$ cat src/rtl/bpa_ram.sv
`default_nettype none
module bpa_ram #(
  parameter int unsigned WIDTH = 8,
  parameter int unsigned DEPTH = 256
) (
  input  wire logic                     clk_i,
  input  wire logic                     we_i,
  input  wire logic [$clog2(DEPTH)-1:0] waddr_i,
  input  wire logic [WIDTH-1:0]         wdata_i,
  input  wire logic                     re_i,
  input  wire logic [$clog2(DEPTH)-1:0] raddr_i,
  output logic      [WIDTH-1:0]         rdata_o
);

  logic [WIDTH-1:0] mem_q [DEPTH];
  logic [WIDTH-1:0] rdata_q;

  always_ff @(posedge clk_i) begin
    if (we_i) begin
      mem_q[waddr_i] <= wdata_i;
    end
    if (re_i) begin
      rdata_q <= mem_q[raddr_i];
    end
  end

  assign rdata_o = rdata_q;

endmodule
`default_nettype wire

$ cat config.mk
export PLATFORM = sky130hd
export DESIGN_NAME = bpa_ram
export DESIGN_NICKNAME = d
export VERILOG_FILES = /design/src/rtl/bpa_ram.sv
export SDC_FILE = /design/constraint.sdc
export NUM_CORES = 2
export LEC_CHECK = 0
export ABC_AREA = 0
export BUFFER_PORTS_ARGS = -buffer_cell sky130_fd_sc_hd__buf_4
export CORE_ASPECT_RATIO = 0.8
export CORE_UTILIZATION = 35
export CTS_BUF_LIST = sky130_fd_sc_hd__clkbuf_4
export DETAILED_ROUTE_END_ITERATION = 6
export GPL_TIMING_DRIVEN = 1
export SYNTH_ARGS = -nofsm -noshare
export SYNTH_HDL_FRONTEND = slang
export SYNTH_SLANG_ARGS = --single-unit
$ cat constraint.sdc
create_clock -name clk_i -period 3.2 [get_ports clk_i]
set_input_delay 0.16 -clock clk_i [delete_from_list [all_inputs] [get_ports clk_i]]
set_output_delay 0.16 -clock clk_i [all_outputs]
set_load 0.01 [all_outputs]
==> metrics.yaml <==
power_and_ir_drop:
  pwr-share-clk_pct: 38.3
  power.internal_w: 0.0409
  switching_share_pct: 22.8
  p_leak_nw: 29.8
  pwr-share-seq_pct: 56.1
  p_switching_w: 0.0121
  pwr-share-comb_pct: 5.7
  cellPowerDensity_nw_per_um2: 571
  p_total_w: 0.0530
  ir_drop_mv: 0.319
routing:
  vias_per_cell: 5.37
  wirelength_um: 211000
  firstDrtPassIters: 5
  wl_per_cell_um: 26.7
  drtAntennaViolNets: 0
  dr.max_layer_used: "met5"
  wl_met3_um: 20700
  post-route-drc-count: 0
  drt-met1-wl_um: 92700
  wl_met2_um: 93400
  drt_iter0_markers: 5218
  via_count: 42400
layout:
  final_util_pct: 41.1
  syn_to_final_growth_pct: 16.6
  fin_nets: 4557
  layout-drive-gt1-share_pct: 35.2
  finalInstanceArea_um2: 92800
critical_path:
  crit_type: "flip-flop to flip-flop"
  start_kind: "flip-flop"
  cp_max_fo: 1
  reg2reg_depth: 7
  max_stage_delay_ns: 0.89
  startpoint: "mem_q[82][3]$_DFFE_PP_"
  arrival_ns: 3.97
  endpoint: "rdata_o[3]$_DFFE_PP_"
  r2r-end: "rdata_o[3]$_DFFE_PP_"
  reg2reg_slack_ns: 0.16
  cp.required_ns: 4.13
  cp_slowest_cell: "nor3_1"
  cp_cell_sequence: "mux4_2 -> a22o_1 -> a221oi_1 -> buf_4 -> o32ai_1 -> nor3_1 -> nor4_1"
  r2r-start: "mem_q[82][3]$_DFFE_PP_"
  cp-end-kind: "flip-flop"
timing:
  tightest_slew_ns: 1.29
  finalHoldViolations: 0
  relSlewSlack_pct: 14.2
  max_freq_ghz: 0.329
  rsz0062_at_grt: "no"
  fin_skew_ns: 0.152
  holdWs_ns: 0.0538
  worst_slack_ns: 0.161
  slew_violations: 0
  finalCriticalPeriod_ns: 3.04
  setup_violations: 0
  period_share_pct: 95.0
logic_synthesis:
  synth_cell_types: 54
  ys_seq_elements: 2056
  synth_edf_count: 2056
  syn_inst: 3733
  synth_most_common_cell: "edfxtp_1"
  netlist.area_leader.share_pct: 77.5
  ys_top_cells_by_area: "edfxtp_1, mux4_2, mux2i_1"
  synth.avg_cell_area_um2: 21.3
  yosysTopAreaCell: "edfxtp_1"
  synth_seq_area_share_pct: 77.5
  synth_nets: 3760
  syn_area_um2: 79600
  yosys-top-cells-count: "edfxtp_1, mux4_2, nor2_1"
  ys_warn_count: 0
  synthArstFlopShare_pct: 0
  synthFlopType: "edfxtp_1"
floorplanning:
  ioPinCount: 35
  die_y_um: 429
  die-area_um2: 229000
  initial_core_util_pct: 35.2
  rows: 156
  die_x_um: 535
  core_um2: 226000
global_route:
  track_usage_pct: 18.3
  grt_pass1_vias: 42300
  gr-total-overflow: 0
  grt_max_degree: 133
  grt_first_pass_wirelength_um: 305000
  antenna_found_initial: 14
cts:
  cts_buffer_depth: 4
  cts_root_buf: "clkbuf_4"
  clk-insertion-delay-late_ns: 1.30
  cts_buffers: 469
  cts_sinks: 2056
  cts_setup_buffers: 0
  cts_tree: "built"
  h-tree-depth: 5
  clk_pin_slew_ns: 0.07
hold_path:
  hp-class: "primary input to flip-flop"
  min_path_cells: 2
place:
  post_dp_cell_area_um2: 86500
  dp_hpwl_um: 131000
  place.gp.congestion: 0.845
  dp_slack_ns: -0.308
  io_buffers: 34
job:
  cap_viol_max_count: 0
status:
  status: "finished, final reports clean"
## kinds of logic after synthesis
logic type / count (synthesis) / share of synthesized area, %
and+or+nand+nor: 466 / 2.63
AOI/OAI and AO/OA: 385 / 3.42
buffers and inverters: 235 / 1.83
DFF: 2056 / 77.5
muxes: 591 / 14.6
## state kept, by name, summed over array words and instances, names as in the netlist
name,flops
mem_q,2048
rdata_o,8
## timing repair
item / CTS / global route
hold buffers: 41 / 1
setup endpoints to repair: 0 / 0
hold endpoints to repair: 4075 / 2
gates resized for setup: 0 / 0
## cell type report
class                           count  area, um2
Inverter                            2       7.51
Timing Repair Buffer              559       4970
Fill cell                       20000     133000
Clock inverter                    129        651
Sequential cell                  2056      61700
Clock buffer                      691       5190
Multi-Input combinational cell   1442      16500
Tap cell                         3002       3760
Antenna cell                       11       27.5
## metal layers
metal | up-vias | global-route usage [%]
met3 | 308 | 4.36
met1 | 22200 | 27.6
met4 | 2 | 4.16
met5 | - | 0
li1 | 17700 | -
met2 | 2218 | 26.6
## power by group through the flow
stage	sequential [W]	clock (W)	combinational [W]
after CTS	0.0297	0.0208	0.00301
after global placement	0.0303	0	0.00292
final	0.0297	0.0203	0.00300
after detailed placement	0.0303	0	0.00294
after floorplan	0.0303	0	0.00144
after global routing	0.0297	0.0221	0.00315
## layout by cell type, fill, tap and decap left out, types with 11 or more instances in the layout
cell	netlist	layout
edfxtp_1	2056	2056
clkbuf_4	0	691
buf_4	27	461
mux4_2	454	454
nor2_1	282	279
mux2i_1	134	134
a22oi_1	133	133
clkinv_1	1	99
a21oi_1	96	96
buf_12	8	47
o221ai_1	46	46
dlygate4sd3_1	0	39
nand3_1	34	34
nand2_1	33	33
o22ai_1	28	28
nor2b_1	31	28
nor3_1	22	22
nor4_1	24	22
a211oi_1	16	16
a221oi_1	13	13
clkinv_2	0	12
diode_2	0	11
## worst min path at each step
stage,startpoint,end,slack [ns]
final,wdata_i[1],mem_q[224][1]$_DFFE_PP_,0.05
after global routing,wdata_i[1],mem_q[224][1]$_DFFE_PP_,-0.002
after CTS,wdata_i[1],mem_q[224][1]$_DFFE_PP_,0.004
after detailed placement,re_i,rdata_o[1]$_DFFE_PP_,0.59
after global placement,re_i,rdata_o[1]$_DFFE_PP_,0.59
after floorplan,wdata_i[0],mem_q[0][0]$_DFFE_PP_,0.26
## worst max-delay path: cells and delay by family, from the launching register on
kind | cells | cell delay (ns)
simple gates | 2 | 1.06
compound gates | 3 | 0.64
mux | 1 | 0.47
flops | 1 | 0.38
buf+inv | 1 | 0.20
## per-stage QoR
step | std cells | TNS, ns
floorplan | 3733 | 0
global placement | 7018 | -2.47
detailed placement | 7019 | -1.17
CTS | 7880 | 0
global route | 7889 | 0
finish | 7892 | 0
No activity file was read; power rests on OpenSTA's default activity.
