`src/rtl/bpa_pkg.sv`:
```
`default_nettype none
package bpa_pkg;

  localparam int unsigned PAGE_COUNT_MAX = 32768;
  localparam int unsigned TOP_RANK       = 16;
  localparam int unsigned PAGE_BYTES     = 4096;

  localparam int unsigned IDX_W  = $clog2(PAGE_COUNT_MAX);
  localparam int unsigned LINK_W = IDX_W + 1;
  localparam int unsigned CNT_W  = 16;
  localparam int unsigned ADDR_W = 48;
  localparam int unsigned OFF_W  = $clog2(PAGE_BYTES);
  localparam int unsigned RANK_W = 5;
  localparam int unsigned TAG_W  = 6;
  localparam int unsigned K_W    = $clog2(TOP_RANK);
  localparam int unsigned CFG_AW = 3;
  localparam int unsigned CFG_DW = 32;

  typedef logic [LINK_W-1:0] link_t;

  localparam link_t NO_LINK = link_t'(PAGE_COUNT_MAX);

  // Tag codes: free interior page, offset of free block heads, tail page.
  localparam logic [TAG_W-1:0] TAG_FREE  = TAG_W'(0);
  localparam logic [TAG_W-1:0] TAG_HEADS = TAG_W'(TOP_RANK);
  localparam logic [TAG_W-1:0] TAG_TAIL  = TAG_W'(2 * TOP_RANK + 1);

  localparam logic [2:0] REQ_INIT  = 3'd0;
  localparam logic [2:0] REQ_ALLOC = 3'd1;
  localparam logic [2:0] REQ_FREE  = 3'd2;
  localparam logic [2:0] REQ_QUERY = 3'd3;
  localparam logic [2:0] REQ_COUNT = 3'd4;

  localparam logic [1:0] ST_OK      = 2'd0;
  localparam logic [1:0] ST_INVALID = 2'd1;
  localparam logic [1:0] ST_NOSPACE = 2'd2;

  localparam logic [CFG_AW-3:0] REG_PAGE_COUNT = '0;

  typedef struct packed {
    logic [2:0]        req_type;
    logic [RANK_W-1:0] rank;
    logic [ADDR_W-1:0] address;
  } bpa_req_t;

  typedef struct packed {
    logic [1:0]        status;
    logic [ADDR_W-1:0] block_address;
    logic [CNT_W-1:0]  value;
  } bpa_rsp_t;

  // Pages in a block of rank r.
  function automatic link_t pages_of(input logic [RANK_W-1:0] r);
    logic [RANK_W-1:0] s;
    s = r - RANK_W'(1);
    return link_t'(1) << s[K_W-1:0];
  endfunction

endpackage
`default_nettype wire

```
`src/rtl/bpa_cfg.sv`:
```
`default_nettype none
module bpa_cfg (
  input  wire logic                       clk_i,
  input  wire logic                       rst_ni,
  input  wire logic                       psel,
  input  wire logic                       penable,
  input  wire logic                       pwrite,
  input  wire logic [bpa_pkg::CFG_AW-1:0] paddr,
  input  wire logic [bpa_pkg::CFG_DW-1:0] pwdata,
  output logic      [bpa_pkg::CFG_DW-1:0] prdata,
  output logic                            pready,
  output logic      [bpa_pkg::CNT_W-1:0]  page_count_o
);
  import bpa_pkg::*;

  logic [CNT_W-1:0]    page_count_q, page_count_d;
  logic [CFG_AW-3:0]   reg_idx;
  logic                hit;

  assign reg_idx = paddr[CFG_AW-1:2];
  assign hit     = (reg_idx == REG_PAGE_COUNT);
  assign pready  = 1'b1;

  always_comb begin
    page_count_d = page_count_q;
    if (psel && penable && pwrite && pready && hit) begin
      page_count_d = pwdata[CNT_W-1:0];
    end
  end

  always_ff @(posedge clk_i or negedge rst_ni) begin
    if (!rst_ni) begin
      page_count_q <= CNT_W'(PAGE_COUNT_MAX);
    end else begin
      page_count_q <= page_count_d;
    end
  end

  assign prdata       = hit ? CFG_DW'(page_count_q) : '0;
  assign page_count_o = page_count_q;

endmodule
`default_nettype wire

```
`config.mk`:
```
export PLATFORM = sky130hd
export DESIGN_NAME = bpa_cfg
export DESIGN_NICKNAME = d
export VERILOG_FILES = /design/src/rtl/bpa_pkg.sv /design/src/rtl/bpa_cfg.sv
export SDC_FILE = /design/constraint.sdc
export NUM_CORES = 1
export LEC_CHECK = 0
export BUFFER_PORTS_ARGS = -buffer_cell sky130_fd_sc_hd__buf_2
export CAP_MARGIN = 20
export CORE_MARGIN = 10
export CORE_UTILIZATION = 28
export DETAILED_ROUTE_END_ITERATION = 12
export PLACE_DENSITY = 0.62
export SLEW_MARGIN = 20
export SYNTH_ARGS = -nofsm -noshare
export SYNTH_HDL_FRONTEND = slang
export SYNTH_SLANG_ARGS = --single-unit
```
`constraint.sdc`:
```
create_clock -name clk_i -period 1.6 [get_ports clk_i]
set_input_delay 0 -clock clk_i [delete_from_list [all_inputs] [get_ports clk_i]]
set_output_delay 0 -clock clk_i [all_outputs]
set_load 0.005 [all_outputs]
```
==> impl_metrics.toml, run 1 <==
[timing]
finalSetupTns_ns = 0
clock_skew_ns = 0
setup_viols_final = 0
slew_viol_final = 0
hold_ws_ns = 0.150
layout_min_cycle_time_ns = 1.08
rsz_0062_raised_after_global_routing = "no"
final.period_utilization_pct = 67.4
final_hold_vio_count = 0
timing.fmax_mhz = 927

[yosys]
yosys_warnings = 0
ys_ff_latch = 16
postSynthCellCount = 70
synthesis.area_per_instance_um2 = 12.9
synth.lib_cells_used.distinct = 11
synth_sequential_area_ratio_pct = 44.6
synthesis.area_um2 = 901

[worst_setup_path]
startpoint_of_the_worst_slack_reg_to_reg_timing_path = "page_count_o[1]"
class_of_the_most_critical_setup_path = "flip-flop to output pin"
timing.critical_path.to_type = "output pin"
path_max_fanout = 3
cp_slowest_stage_delay_ns = 0.55
timing.critical_path.arrival_ns = 1.08
worst_case_reg_to_reg_path_depth = 1
worstPathRequired_ns = 1.60
setup.worst_path.start_class = "flip-flop"
timing.critical_path.slowest_stage_cell = "sky130_fd_sc_hd__dfstp_2"
cp-startpoint = "page_count_o[15]"
critical_path.cell_chain = "and2b_1, buf_2"

[global_routing]
met2_usage_pct = 16.0
use_met1_pct = 7.99
grt_pass1_vias = 796
grt_first_pass_wirelength_um = 4120
groute.usage.overall_pct = 8.66
globalRouteMet3Util_pct = 3.38
global_routing_s_busiest_layer = "met2"
pin_count_of_the_biggest_net_entering_global_routing = 18
grt_antenna_before_repair = 0
grt.overflow.total = 0

[run_status]
outcome = "completed"

[finish]
num_antenna_cells = 0
post_route_cells_drive_above_1_share_pct = 53.6
area_added_between_synthesis_and_finish_pct = 48.9
finish.net_count = 181
fill_cells = 312
number_of_flip_flops_under_the_largest_register_name = 16

[clock_tree]
cts.repair_timing.setup_buffer_count = 0
cts_buffer_depth = 2
cts_root_buffer = "sky130_fd_sc_hd__clkbuf_4"
cts_tree = "built"
htree_levels = 1
insertion_delay_ns = 0.28
clk_transition_reported_paths_ns = 0.09
tritoncts.num_buffers = 3
clock_sink_count = 16

[job]
max_cap_viol_count = 0

[power]
cellPowerDensity_nw_per_um2 = 927
clkPwrFrac_pct = 21.2
vdd.ir_drop.worst_uv = 329
total_switching_power_uw = 339
p_sw_share_pct = 27.3
power.share.combinational_pct = 33.9
power.sequential.fraction_pct = 45.0
internal_power_uw = 904
leakagePower_uw = 0.000757

[placement]
place.detailed.hpwl_um = 1930
place.gp.congestion = 0.676
placement.io_buffers = 53

[min_path]
hold_path.class = "input pin to async pin"

[floorplan]
floorplan_row_count = 20
chipHeight_um = 76.7
core_area_um2 = 3080
boundaryPins = 89
initial_utilization_pct = 29.3
die_x_um = 76.7
fp.dieArea_um2 = 5890

[routing]
route.detailed.vias_per_inst = 3.78
initialDrtViolationCount = 22
firstDrtPassIters = 2
detail_route.drc_violations = 0
total_number_of_vias = 695
antenna_violating_nets_post_route = 0
drt_wl_total_um = 2570
routed_wire_length_per_instance_um = 13.9
-- power groups by stage --
stage                     logic [uW]  registers [uW]  clock network (uW)
after floorplan                  214             568                   0
after global placement           393             560                   0
after detailed placement         396             568                   0
after CTS                        429             560                 279
after global routing             466             577                 306
final                            421             559                 263
-- final timing paths --
kind                       slack [ns]                to
setup / recovery                 0.52        prdata[15]
hold / removal                   0.15   page_count_o[3]
setup reg to reg                 0.82   page_count_o[1]
hold reg to reg                  0.52  page_count_o[11]
max in group asynchronous        1.15  page_count_o[15]
min in group clk_i               0.34  page_count_o[13]
-- Yosys cell counts (all sizes together) --
master  instances  area (um2)
buf            18         139
nand4b          1        23.8
nor2b          10        62.6
and2b           6        45.0
dfstp           1        26.3
mux2           16         218
conb            2        7.51
dfrtp          15         375
clkbuf          1        3.75
-- metrics by stage --
stage               instance area [um2]  utilization (%)  std cells  worst slack [ns]  total power [uW]
CTS                                1340             43.6        184             0.550              1270
floorplan                           957                -         85             0.799               782
detailed placement                 1130             36.9        163             0.395               964
global placement                   1130             36.9        163             0.419               953
global route                       1340             43.6        184             0.454              1350
finish                             1340             43.6        184             0.521              1240
-- metal layers --
metal | vias to the layer above | wire length, um
met5 | - | 0
met4 | 0 | 41
met3 | 2 | 223
met2 | 33 | 1380
met1 | 329 | 917
li1 | 331 | -
-- cells in the final DEF, fill, tap and decap left out --
cell type,instances
sky130_fd_sc_hd__dfstp_2,1
sky130_fd_sc_hd__buf_2,53
sky130_fd_sc_hd__nand4b_4,1
sky130_fd_sc_hd__mux2_2,6
sky130_fd_sc_hd__clkbuf_8,1
sky130_fd_sc_hd__nor2b_1,10
sky130_fd_sc_hd__mux2_4,10
sky130_fd_sc_hd__dfrtp_1,15
sky130_fd_sc_hd__and2b_1,6
sky130_fd_sc_hd__conb_1,17
sky130_fd_sc_hd__clkbuf_4,3
sky130_fd_sc_hd__dlygate4sd3_1,17
-- cell families (layout without fill, tap and decap cells) --
kind of cell  count (synthesis)  in the layout  synth area share (%)
buf+inv                      19             74                  15.8
simple gates                 17             17                  14.6
mux                          16             16                  24.2
other cells                   2             17                 0.834
flops                        16             16                  44.6
-- timing repair --
item	CTS	global route
hold buffers	17	0
hold endpoints to repair	32	0
gates resized for setup	0	0
-- final cells by class --
class / count / area, um2 / share of cell area (%)
tap: 44 / 55.1 / 4.10
timing repair buffer: 70 / 435 / 32.5
clock buffer: 4 / 36.3 / 2.71
multi-input combinational: 50 / 413 / 30.8
sequential: 16 / 402 / 29.9
-- critical path: cells and delay by family, from the launching register on --
family	cells	cell delay, ns
DFF	1	0.55
buffers and inverters	1	0.12
and+or+nand+nor	1	0.13
(Power assumes the default switching activity.)
==> run 2: changes to the inputs <==
--- a/config.mk
+++ b/config.mk
@@ -5,12 +5,13 @@
 export SDC_FILE = /design/constraint.sdc
 export NUM_CORES = 1
 export LEC_CHECK = 0
+export ABC_AREA = 1
 export BUFFER_PORTS_ARGS = -buffer_cell sky130_fd_sc_hd__buf_2
 export CAP_MARGIN = 20
 export CORE_MARGIN = 10
 export CORE_UTILIZATION = 28
 export DETAILED_ROUTE_END_ITERATION = 12
-export PLACE_DENSITY = 0.62
+export PLACE_DENSITY = 0.64
 export SLEW_MARGIN = 20
 export SYNTH_ARGS = -nofsm -noshare
 export SYNTH_HDL_FRONTEND = slang
==> constraint.sdc (replaced) <==
create_clock -name clk_i -period 0.9 [get_ports clk_i]
set_input_delay 0 -clock clk_i [delete_from_list [all_inputs] [get_ports clk_i]]
set_output_delay 0 -clock clk_i [all_outputs]
set_load 0.005 [all_outputs]
==> run 2 against run 1 <==
  * The run now ends with setup timing left
  * Sequential power is 71% higher
  * Cell count up 36%
  * Combinational power increased by 81%
  * First-iteration DRC count rose by 77%
  * Non-clock buffer count rose by 14
  * Flip-flop and latch count unchanged
  * Utilization is 3.1 points higher
  * Global-route usage grew 0.44 points
  * Wire length up 14%
  * Worst setup slack lost 0.69 ns
  * Critical endpoint unchanged
==> impl_metrics.toml, run 2 <==
[timing]
timing.fmax_mhz = 936
postLayoutSetupSlackWorst_ns = -0.169
slew_viol_final = 0
setup_viols_final = 9
layout_min_cycle_time_ns = 1.07
rsz_0062_raised_after_global_routing = "yes"
clock_skew_ns = 0
final_hold_vio_count = 0
final.period_utilization_pct = 119

[worst_setup_path]
startpoint_of_the_worst_slack_reg_to_reg_timing_path = "page_count_o[13]"
timing.critical_path.to_type = "output pin"
r2r_setup_slack_ns = 0.15
crit-reg2reg-capture = "page_count_o[13]"
worst_case_reg_to_reg_path_depth = 3
timing.critical_path.arrival_ns = 1.07
class_of_the_most_critical_setup_path = "flip-flop to output pin"
worstPathRequired_ns = 0.90
path_max_fanout = 3
setup.worst_path.start_class = "flip-flop"

[clock_tree]
cts_buffer_depth = 2
cts_repair_resize_count = 0
clock_sink_count = 16
htree_levels = 1
cts_root_buffer = "sky130_fd_sc_hd__clkbuf_4"
insertion_delay_ns = 0.28
tritoncts.num_buffers = 3
cts_tree = "built"
clk_transition_reported_paths_ns = 0.09

[global_routing]
pin_count_of_the_biggest_net_entering_global_routing = 17
grt.overflow.total = 0
globalRouteMet3Util_pct = 3.23
grt_first_pass_wirelength_um = 4570
use_met1_pct = 8.28
grt_antenna_before_repair = 0
groute.usage.overall_pct = 9.11
grt_pass1_vias = 950
met2_usage_pct = 17.2
global_routing_s_busiest_layer = "met2"

[yosys]
synth_xor_area_share_pct = 0
synth_async_sr_flop_share_pct = 100
synthesis.area_per_instance_um2 = 7.52
postSynth.topFlopCell = "sky130_fd_sc_hd__dfrtp_1"
synth_edf_count = 0
synth.top_cells.by_area = "sky130_fd_sc_hd__dfrtp_1, sky130_fd_sc_hd__buf_4, sky130_fd_sc_hd__nand2_1, sky130_fd_sc_hd__nand3_1, sky130_fd_sc_hd__inv_1"
synth.mux.area_fraction_pct = 0
yosysTopAreaCell = "sky130_fd_sc_hd__dfrtp_1"
ys_ff_latch = 16
synth_sequential_area_ratio_pct = 42.7
synth_top_family_by_area = "simple AND/OR/NAND/NOR gates"
yosys_warnings = 0
synth.lib_cells_used.distinct = 13
synthAdderAreaFrac_pct = 0
synth.top_cell.area_share_pct = 39.9
synth_simple_gate_area_share_pct = 31.4
postSynthCellCount = 125
synth_common_cells = "sky130_fd_sc_hd__nand2_1, sky130_fd_sc_hd__buf_4, sky130_fd_sc_hd__inv_1"
synth-compound-area-share_pct = 0
synthesis.area_um2 = 940
post-synth-top-count-cell = "sky130_fd_sc_hd__nand2_1"

[finish]
post_route_cells_drive_above_1_share_pct = 36.4
finish.net_count = 247
commonest_non_fill_non_tap_cells_in_the_layout = "sky130_fd_sc_hd__buf_2, sky130_fd_sc_hd__nand2_1, sky130_fd_sc_hd__inv_1, sky130_fd_sc_hd__conb_1, sky130_fd_sc_hd__dlygate4sd3_1"
area_added_between_synthesis_and_finish_pct = 55.4
layout.cells.non_filler = 250
num_antenna_cells = 0
most_common_cell_after_layout_fill_and_taps_aside = "sky130_fd_sc_hd__buf_2"
number_of_flip_flops_under_the_largest_register_name = 16
final_area_um2 = 1460
fill_cells = 326

[placement]
place.gp.congestion = 0.651
dpl-instance-area_um2 = 1190
place_worst_setup_slack_ns = 0.143
place.detailed.hpwl_um = 2180
dp.cells = 220
placement.io_buffers = 53

[routing]
drt_wl_total_um = 2930
routed_wire_length_per_instance_um = 11.7
firstDrtPassIters = 4
total_number_of_vias = 933
antenna_violating_nets_post_route = 0
detail_route.drc_violations = 0
route.detailed.vias_per_inst = 3.73
initialDrtViolationCount = 39

[power]
cellPowerDensity_nw_per_um2 = 1500
vdd.ir_drop.worst_uv = 613
leakagePower_uw = 0.000910
total_power_uw = 2190

[floorplan]
chipHeight_um = 77.9
fp.dieArea_um2 = 6070
initial_utilization_pct = 30.0
floorplan_row_count = 20
boundaryPins = 89
core_area_um2 = 3130
die_x_um = 77.9

[job]
max_cap_viol_count = 0

[run_status]
outcome = "complete, but fails checks"
failing_checks = "setup timing"

[min_path]
hold_path.class = "input pin to async pin"
## run 2: changes by cell type after synthesis, moves of 10 or more
cell                      previous run  this run
sky130_fd_sc_hd__mux2_4             10         0
sky130_fd_sc_hd__nor2b_1            10         0
sky130_fd_sc_hd__nor2_1              0        16
sky130_fd_sc_hd__nand3_1             0        16
sky130_fd_sc_hd__inv_1               0        17
sky130_fd_sc_hd__nand2_1             0        33
## run 2: timing repair
| item | CTS | global route |
|---|---|---|
| pin swaps | 5 | 4 |
| endpoints found under the hold margin | 32 | 0 |
| buffers inserted | 7 | 2 |
| endpoints found under the setup margin | 17 | 17 |
| hold buffers | 17 | 0 |
## run 2: critical path: stages (launching register included)
cell,delay [ns]
sky130_fd_sc_hd__dfstp_2,0.56
sky130_fd_sc_hd__inv_1,0.04
sky130_fd_sc_hd__nor2_1,0.07
sky130_fd_sc_hd__buf_2,0.12
## run 2: cell families (layout without fill, tap and decap cells)
| group | after synthesis | count (layout) |
|---|---|---|
| buffers and inverters | 40 | 106 |
| flip-flops | 16 | 16 |
| other | 2 | 17 |
| AND/OR/NAND/NOR | 67 | 67 |
## run 2: stage by stage
stage               TNS, ns  util [%]  hold WS, ns
finish               -0.280      46.7        0.159
global placement          0      37.9      -0.0682
floorplan                 0         -       -0.296
CTS                  -0.526      46.2        0.151
global route          -1.39      46.7        0.178
detailed placement        0      37.9      -0.0607
## run 2: layout make-up
cell class	instances	area, um2	share of cell area [%]
inverters	18	67.6	4.63
repair buffers	84	541	37.0
multi-input cells	84	359	24.6
clock buffers	4	36.3	2.49
flip-flops and latches	16	402	27.5
well taps	44	55.1	3.77
## run 2: layer usage
metal / part of all wire, % / wire length [um]
met1: 36 / 1060
met2: 54 / 1580
met3: 8.6 / 252
met4: 1.2 / 34
met5: 0 / 0
## run 2: worst max path at each step
stage	from	to	slack, ns	cells after the start
CTS	page_count_o[15]	prdata[15]	-0.19	3
global placement	page_count_o[15]	prdata[15]	0.16	3
floorplan	paddr[2]	page_count_o[0]	0.22	6
detailed placement	page_count_o[15]	prdata[15]	0.14	3
global route	page_count_o[15]	prdata[15]	-0.23	3
finish	page_count_o[15]	prdata[15]	-0.17	3
## run 2: report_power, final
part           switching (uW)  internal, uW  total, uW
combinational             349           412        760
clock                     226           246        472
sequential               97.5           860        957
